<file path="config.mk">
export PLATFORM = sky130hd
export DESIGN_NAME = gray_bit_plane_slicer
export DESIGN_NICKNAME = d
export VERILOG_FILES = /design/src/design/gbps_pkg.sv /design/src/design/gray_bit_plane_slicer.sv
export SDC_FILE = /design/constraint.sdc
export NUM_CORES = 1
export LEC_CHECK = 0
export BUFFER_PORTS_ARGS = -buffer_cell sky130_fd_sc_hd__buf_2
export CORE_MARGIN = 2
export CORE_UTILIZATION = 60
export CTS_CLUSTER_SIZE = 25
export DETAILED_ROUTE_END_ITERATION = 7
export PLACE_DENSITY = 0.8
export RECOVER_POWER = 100
export SKIP_CTS_REPAIR_TIMING = 1
export SYNTH_ARGS = -nofsm -noshare
export SYNTH_HDL_FRONTEND = slang
export SYNTH_SLANG_ARGS = --single-unit
</file>
<file path="constraint.sdc">
create_clock -name i_clk -period 8.9 [get_ports i_clk]
set_input_delay 0.89 -clock i_clk [delete_from_list [all_inputs] [get_ports i_clk]]
set_output_delay 0.89 -clock i_clk [all_outputs]
set_load 0.01 [all_outputs]
</file>
<file path="src/design/gbps_pkg.sv">
// ----------------------------------------------------------------------------
// Gray bit plane slicer package
// Widths, register indexes, reset values, shared types and the Gray code function for the bit plane slicer.
// ----------------------------------------------------------------------------
package gbps_pkg;

    localparam int PIX_W     = 8;
    localparam int PLANES    = 8;
    localparam int PLANE_W   = 3;
    localparam int DIM_W     = 16;
    localparam int OFF_W     = 29;
    localparam int BASE_W    = 30;
    localparam int RB_W      = 14;
    localparam int CFG_IDX_W = 2;

    localparam logic [CFG_IDX_W-1:0] REG_IMAGE_WIDTH  = 2'd0;
    localparam logic [CFG_IDX_W-1:0] REG_IMAGE_HEIGHT = 2'd1;

    localparam logic [DIM_W-1:0] WIDTH_RESET  = 16'd64;
    localparam logic [DIM_W-1:0] HEIGHT_RESET = 16'd64;

    localparam logic [PLANE_W-1:0] LAST_PLANE = 3'd7;

    // One emitted group: its byte offset, the plane size and eight packed plane bytes, plane 0 in the low byte.
    typedef struct packed {
        logic [OFF_W-1:0]            offset;
        logic [OFF_W-1:0]            total;
        logic [PLANES-1:0][PIX_W-1:0] bytes;
    } t_group;

    function automatic logic [PIX_W-1:0] gray_code(input logic [PIX_W-1:0] p);
        return p ^ (p >> 1);
    endfunction

endpackage

</file>
<file path="src/design/gray_bit_plane_slicer.sv">
// ----------------------------------------------------------------------------
// Gray bit plane slicer
// Packs Gray-coded pixel bits into per-plane bytes for a plane-major writer.
// ----------------------------------------------------------------------------
// Usage:
// Pixels enter in raster order on i_pixel, qualified by i_valid; an item is
// taken at a clock edge where i_valid is high and o_stall is low. Every pixel
// is Gray coded and its eight bits are ORed into eight plane accumulators at
// bit position column mod 8. When a pixel closes a group (column mod 8 is 7,
// or it is the last pixel of a row) the eight bytes are emitted on the result
// channel, plane 0 first, one item per cycle while i_stall is low, each with
// its byte offset in the plane and the plane size. o_last_of_run marks the
// plane 7 byte. Plane 0 of a group is valid in the cycle after the closing
// pixel is taken when the serializer is free; otherwise the group waits in
// the holding register. The block takes one pixel per cycle while o_stall is
// low, and a group yields eight result bytes, so rows whose width is a
// multiple of eight run at full rate. A row that ends in a short group, and
// every row narrower than eight, emits more bytes than it has pixels and is
// limited by the drain of those bytes. o_stall rises only when the holding
// register is full and the next pixel would close another group. When the
// receiver raises i_stall the current result is held unchanged. Reset
// (synchronous, active low) clears the counters and accumulators, sets both
// configuration registers to 64, and empties the result side. The
// configuration port is always ready; write only while the block is idle.
// ----------------------------------------------------------------------------
module gray_bit_plane_slicer (
    input  logic                           i_clk,
    input  logic                           i_rst_n,
    // pixel channel
    input  logic                           i_valid,
    output logic                           o_stall,
    input  logic [gbps_pkg::PIX_W-1:0]     i_pixel,
    // result channel
    output logic                           o_valid,
    input  logic                           i_stall,
    output logic [gbps_pkg::PLANE_W-1:0]   o_plane_index,
    output logic [gbps_pkg::OFF_W-1:0]     o_byte_offset,
    output logic [gbps_pkg::PIX_W-1:0]     o_plane_byte,
    output logic                           o_last_of_run,
    output logic [gbps_pkg::OFF_W-1:0]     o_plane_bytes,
    // configuration write channel
    input  logic                           i_cfg_valid,
    output logic                           o_cfg_ready,
    input  logic [gbps_pkg::CFG_IDX_W-1:0] i_cfg_index,
    input  logic [gbps_pkg::DIM_W-1:0]     i_cfg_data
);
    import gbps_pkg::*;

    // Configuration registers.
    logic [DIM_W-1:0] r_width;
    logic [DIM_W-1:0] r_height;

    // Scan state.
    logic [DIM_W-1:0]             r_col, n_col;
    logic [DIM_W-1:0]             r_row, n_row;
    logic [BASE_W-1:0]            r_base, n_base;
    logic [PLANES-1:0][PIX_W-1:0] r_acc, n_acc;

    // Result side: serializer and one holding slot.
    t_group             r_ser, n_ser;
    logic               r_ser_valid, n_ser_valid;
    logic [PLANE_W-1:0] r_plane, n_plane;
    t_group             r_pend, n_pend;
    logic               r_pend_valid, n_pend_valid;

    // Combinational helpers.
    logic [DIM_W-1:0]  eff_w, eff_h;
    logic [DIM_W:0]    col_inc, row_inc, rb_wide;
    logic [RB_W-1:0]   row_bytes;
    logic [BASE_W-1:0] total_wide, off_wide;
    logic              row_end, group_end, in_fire, new_grp;
    logic              out_fire, ser_done, ser_free;
    logic [PIX_W-1:0]  gray;
    logic [PLANES-1:0][PIX_W-1:0] merged;
    t_group            grp;

    assign o_cfg_ready = 1'b1;

    always_comb begin
        eff_w      = (r_width  == '0) ? DIM_W'(1) : r_width;
        eff_h      = (r_height == '0) ? DIM_W'(1) : r_height;
        col_inc    = {1'b0, r_col} + (DIM_W+1)'(1);
        row_inc    = {1'b0, r_row} + (DIM_W+1)'(1);
        row_end    = col_inc >= {1'b0, eff_w};
        group_end  = (r_col[2:0] == 3'd7) || row_end;
        // Bytes per row: ceil(width / 8).
        rb_wide    = ({1'b0, eff_w} + (DIM_W+1)'(7)) >> 3;
        row_bytes  = rb_wide[RB_W-1:0];
        total_wide = BASE_W'(row_bytes) * BASE_W'(eff_h);
        off_wide   = r_base + BASE_W'(r_col[DIM_W-1:3]);

        o_stall  = r_pend_valid && group_end;
        in_fire  = i_valid && !o_stall;
        new_grp  = in_fire && group_end;
        out_fire = r_ser_valid && !i_stall;
        ser_done = out_fire && (r_plane == LAST_PLANE);
        ser_free = !r_ser_valid || ser_done;

        // Place each plane bit of this pixel at its column position.
        gray = gray_code(i_pixel);
        for (int k = 0; k < PLANES; k++) begin
            merged[k] = r_acc[k] | (PIX_W'(gray[k]) << r_col[2:0]);
        end

        grp.offset = off_wide[OFF_W-1:0];
        grp.total  = total_wide[OFF_W-1:0];
        grp.bytes  = merged;

        // Scan counters and accumulators.
        n_col  = r_col;
        n_row  = r_row;
        n_base = r_base;
        n_acc  = r_acc;
        if (in_fire) begin
            n_acc = group_end ? '0 : merged;
            if (row_end) begin
                n_col = '0;
                if (row_inc >= {1'b0, eff_h}) begin
                    n_row  = '0;
                    n_base = '0;
                end else begin
                    n_row  = row_inc[DIM_W-1:0];
                    n_base = r_base + BASE_W'(row_bytes);
                end
            end else begin
                n_col = col_inc[DIM_W-1:0];
            end
        end

        // Result side: the serializer shifts its bytes down one plane per item.
        n_ser        = r_ser;
        n_ser_valid  = r_ser_valid;
        n_plane      = r_plane;
        n_pend       = r_pend;
        n_pend_valid = r_pend_valid;
        if (ser_free) begin
            n_plane = '0;
            if (r_pend_valid) begin
                n_ser        = r_pend;
                n_ser_valid  = 1'b1;
                n_pend_valid = new_grp;
                if (new_grp) begin
                    n_pend = grp;
                end
            end else if (new_grp) begin
                n_ser       = grp;
                n_ser_valid = 1'b1;
            end else begin
                n_ser_valid = 1'b0;
            end
        end else begin
            if (out_fire) begin
                n_plane     = r_plane + PLANE_W'(1);
                n_ser.bytes = r_ser.bytes >> PIX_W;
            end
            if (new_grp) begin
                n_pend       = grp;
                n_pend_valid = 1'b1;
            end
        end
    end

    always_ff @(posedge i_clk) begin
        if (!i_rst_n) begin
            r_width      <= WIDTH_RESET;
            r_height     <= HEIGHT_RESET;
            r_col        <= '0;
            r_row        <= '0;
            r_base       <= '0;
            r_acc        <= '0;
            r_ser_valid  <= 1'b0;
            r_plane      <= '0;
            r_pend_valid <= 1'b0;
        end else begin
            if (i_cfg_valid && o_cfg_ready) begin
                case (i_cfg_index)
                    REG_IMAGE_WIDTH:  r_width  <= i_cfg_data;
                    REG_IMAGE_HEIGHT: r_height <= i_cfg_data;
                    default: ;
                endcase
            end
            r_col        <= n_col;
            r_row        <= n_row;
            r_base       <= n_base;
            r_acc        <= n_acc;
            r_ser_valid  <= n_ser_valid;
            r_plane      <= n_plane;
            r_pend_valid <= n_pend_valid;
        end
    end

    // Payload registers carry no reset.
    always_ff @(posedge i_clk) begin
        r_ser  <= n_ser;
        r_pend <= n_pend;
    end

    assign o_valid       = r_ser_valid;
    assign o_plane_index = r_plane;
    assign o_byte_offset = r_ser.offset;
    assign o_plane_byte  = r_ser.bytes[0];
    assign o_last_of_run = (r_plane == LAST_PLANE);
    assign o_plane_bytes = r_ser.total;

endmodule

</file>
==> results.sh <==
export IMPL_coreArea_um2=43270
export IMPL_clockPowerShare_pct=43.0
export IMPL_min_to="r_acc[17]"
export IMPL_rsz0062_at_grt="no"
export IMPL_cts_htree_levels=2
export IMPL_synthTopCellsByCount="nand2_1 (290), nor2_1 (262), edfxtp_1 (244)"
export IMPL_insertion_delay_ns=0.59
export IMPL_seqPwrFrac_pct=48.6
export IMPL_ant_nets=0
export IMPL_min_path_type="reg -> reg"
export IMPL_setup_tns_ns=0
export IMPL_syn_nets=2967
export IMPL_critPathTopFamily="adder cells"
export IMPL_path_clk_slew_ns=0.06
export IMPL_first_pass_iters=6
export IMPL_clockBufferDepth=3
export IMPL_yosys_warnings=0
export IMPL_p_int_w=0.003208
export IMPL_syn_area_per_cell_um2=10.09
export IMPL_die_h_um=213.7
export IMPL_power_leakage_nw=11.74
export IMPL_rrSetupSlack_ns=0.55
export IMPL_syn_inst=2617
export IMPL_nets=2971
export IMPL_status="finished with violations"
export IMPL_via_per_inst=5.902
export IMPL_slew_violations=410
export IMPL_clock_skew_ns=0.03471
export IMPL_gr_usage_all_layers_pct=28.18
export IMPL_worstPathArrival_ns=8.66
export IMPL_dieWidth_um=213.7
export IMPL_synth_most_common_cell="nand2_1"
export IMPL_power_density_nw_per_um2=149.7
export IMPL_start_util_pct=61.00
export IMPL_tightest_slew_ns=3.427
export IMPL_place_congestion=0.9684
export IMPL_r2r_start="r_width[2]"
export IMPL_hp_start="r_acc[17]"
export IMPL_required_ns=9.21
export IMPL_ir_drop_mv=0.1279
export IMPL_drc=0
export IMPL_async_flop_share_pct=0
export IMPL_grt_ovfl_total=0
export IMPL_post_drt_wl_per_cell_um=19.13
export IMPL_rows=76
export IMPL_power_w=0.004224
export IMPL_yosys_most_used_dff="edfxtp_1"
export IMPL_antenna_found_initial=0
export IMPL_synth_edf_count=244
export IMPL_die_area_um2=45680
export IMPL_switching_power_w=0.001017
export IMPL_cts_root_buf="clkbuf_16"
export IMPL_startpoint_type="register"
export IMPL_finalWirelength_mm=61.98
export IMPL_crit_slowest_cell="a2111oi_0"
export IMPL_switching_share_pct=24.07
export IMPL_cp_cell_sequence="nor3_1 -> nor2_1 -> nand4_1 -> nor4_1 -> xnor2_2 -> nand2_1 -> fa_1 -> fa_1 -> inv_1 -> ha_1 -> fa_1 -> fa_1 -> inv_1 -> fa_1 -> inv_1 -> ha_1 -> nand2_1 -> o31ai_1 -> o211ai_1 -> a2111oi_0 -> o21ai_0 -> a21oi_1 -> xor2_1 -> mux2_2"
export IMPL_finalCritPeriodShare_pct=93.84
export IMPL_yosys_top_cells_area="edfxtp_1 (28%), fa_1 (13%), dfxtp_1 (12%), ha_1 (7.3%), nand2_1 (4.1%)"
export IMPL_failed_checks="max-capacitance violations, max-slew violations"
export IMPL_syn_cell_area_um2=26390
export IMPL_crit_buf_inv=3
export IMPL_crit_type="reg -> reg"
export IMPL_areaGrowthSynthToFinish_pct=6.926
export IMPL_timing_critical_path_mode_cell="fa_1"
export IMPL_grt_max_degree=103
export IMPL_hold_violations=0
export IMPL_layout_drive_gt1_share_pct=7.345
export IMPL_cap_viol_max_count=11
export IMPL_r2r_end="o_plane_bytes[27]"
export IMPL_synth_top_cell_area_share_pct=27.76
export IMPL_crit_start="r_width[2]"
export IMPL_hpwl_mm=44.91
export IMPL_grt_pass1_wl_mm=100.8
export IMPL_max_freq_ghz=0.1197
export IMPL_boundaryPins=104
export IMPL_synth_area_leader_cell="edfxtp_1"
export IMPL_cts_sinks=406
export IMPL_min_period_ns=8.352
export IMPL_crit_path_end_kind="register"
export IMPL_grt_pass1_vias=19580
export IMPL_setup_viol=0
export IMPL_r2r_cells=24
export IMPL_drt_iter0_drc=1589
export IMPL_cts_buffers=42
export IMPL_synth_cell_types=72
export IMPL_yosysSeqAreaShare_pct=40.05
export IMPL_cts_tree="built"
export IMPL_vias=19120
export IMPL_cp_max_fo=17
export IMPL_fillers=3395
export IMPL_io_buffer_count=102
export IMPL_pwr_share_comb_pct=8.4
export IMPL_diodes=0
export IMPL_cpPeakStageDelay_ns=0.82
export IMPL_slew_headroom_pct=-128.5
export IMPL_whs_path_depth=2
export IMPL_ys_ff_latch=406
==> how the worst max path moves through the flow <==
stage                         to  slack [ns]  cells past startpoint
5_1_grt        o_plane_bytes[28]        0.04                     25
3_5_place_dp   o_plane_bytes[27]        0.69                     24
6_report       o_plane_bytes[27]        0.55                     24
4_1_cts        o_plane_bytes[27]        0.67                     24
3_3_place_gp   o_plane_bytes[27]        0.87                     27
2_1_floorplan  o_plane_bytes[28]        1.89                     25
==> state kept, by name, summed over array words and instances (netlist names), 3 cells and up <==
name           count
o_byte_offset     29
o_plane_byte       8
o_plane_bytes     29
o_plane_index      3
r_acc             64
r_base            29
r_col             16
r_height          16
r_pend           122
r_row             16
r_ser             56
r_width           16
==> power by group through the flow <==
stage	clock, W	sequential (W)	combinational [W]
finish	0.00182	0.00205	0.000355
global route	0.00192	0.00205	0.000394
floorplan	0	0.00208	0.000260
CTS	0.00185	0.00205	0.000360
detailed placement	0	0.00209	0.000357
global placement	0	0.00209	0.000345
==> layout make-up <==
cell class	count	area (um^2)	area share, %
Multi-Input combinational cell	1798	13930	49.34
Sequential cell	406	10570	37.45
Tap cell	585	732.0	2.594
Clock buffer	64	1239	4.389
Timing Repair Buffer	141	668.1	2.367
Clock inverter	14	216.5	0.7670
Inverter	232	870.8	3.086
==> per-stage QoR <==
| step | setup WS (ns) | util, % | cell area, um^2 | hold slack (ns) | instances |
|---|---|---|---|---|---|
| after floorplan | 1.885 | - | 26390 | 0.4193 | 2617 |
| after global placement | 0.8677 | 62.40 | 27000 | 0.4277 | 3162 |
| after detailed placement | 0.6923 | 62.40 | 27000 | 0.4389 | 3162 |
| after CTS | 0.6654 | 65.76 | 28450 | 0.4470 | 3240 |
| after global routing | 0.03939 | 65.23 | 28220 | 0.4752 | 3240 |
| final | 0.5481 | 65.23 | 28220 | 0.4470 | 3240 |
==> layout by cell type, fill, tap and decap left out, drive strengths merged, types with 9 or more instances in the layout <==
cell type,Yosys,routed
nand2,291,291
nor2,262,262
edfxtp,244,244
inv,229,229
fa,166,166
dfxtp,162,162
a21oi,161,161
clkbuf,76,154
ha,153,153
xnor2,99,99
o21ai,69,69
mux2i,56,56
mux2,55,55
buf,105,51
xor2,50,50
a21o,50,50
nand3,47,47
nor3,38,38
a31oi,37,37
o21bai,33,33
and2,33,33
nand4,25,25
and3,22,22
or3,17,17
nand2b,14,14
clkinv,3,13
o21a,11,11
a22o,11,11
nor2b,10,10
nor4,9,9
o31ai,9,9
==> routing by layer <==
metal | up-vias | routed length (um) | GRT usage (%)
met3 | 206 | 4095 | 4.657
met1 | 9408 | 24210 | 34.54
met5 | - | 0 | 0
li1 | 8816 | - | -
met2 | 692 | 30090 | 47.93
met4 | 0 | 3582 | 15.13
==> cell families (layout without fill, tap and decap cells) <==
| group | Yosys count | count (layout) | share of synthesized area, % |
|---|---|---|---|
| xor+xnor | 150 | 150 | 5.030 |
| compound gates | 429 | 429 | 10.16 |
| other cells | 1 | 1 | 0.01421 |
| buf+inv | 413 | 451 | 7.035 |
| simple gates | 788 | 788 | 13.40 |
| flops | 406 | 406 | 40.05 |
| mux | 111 | 111 | 4.470 |
| fa+ha+maj | 319 | 319 | 19.84 |
==> worst register-to-register path, cell delays in order (launching register included) <==
cell       delay (ns)
dfxtp_1          0.37
nor3_1           0.08
nor2_1           0.64
nand4_1          0.34
nor4_1           0.41
xnor2_2          0.40
nand2_1          0.19
fa_1             0.54
fa_1             0.52
inv_1            0.05
ha_1             0.31
fa_1             0.51
fa_1             0.55
inv_1            0.06
fa_1             0.53
inv_1            0.04
ha_1             0.33
nand2_1          0.09
o31ai_1          0.30
o211ai_1         0.24
a2111oi_0        0.82
o21ai_0          0.21
a21oi_1          0.20
xor2_1           0.11
mux2_2           0.27
No activity file was read; power rests on OpenSTA's default activity.
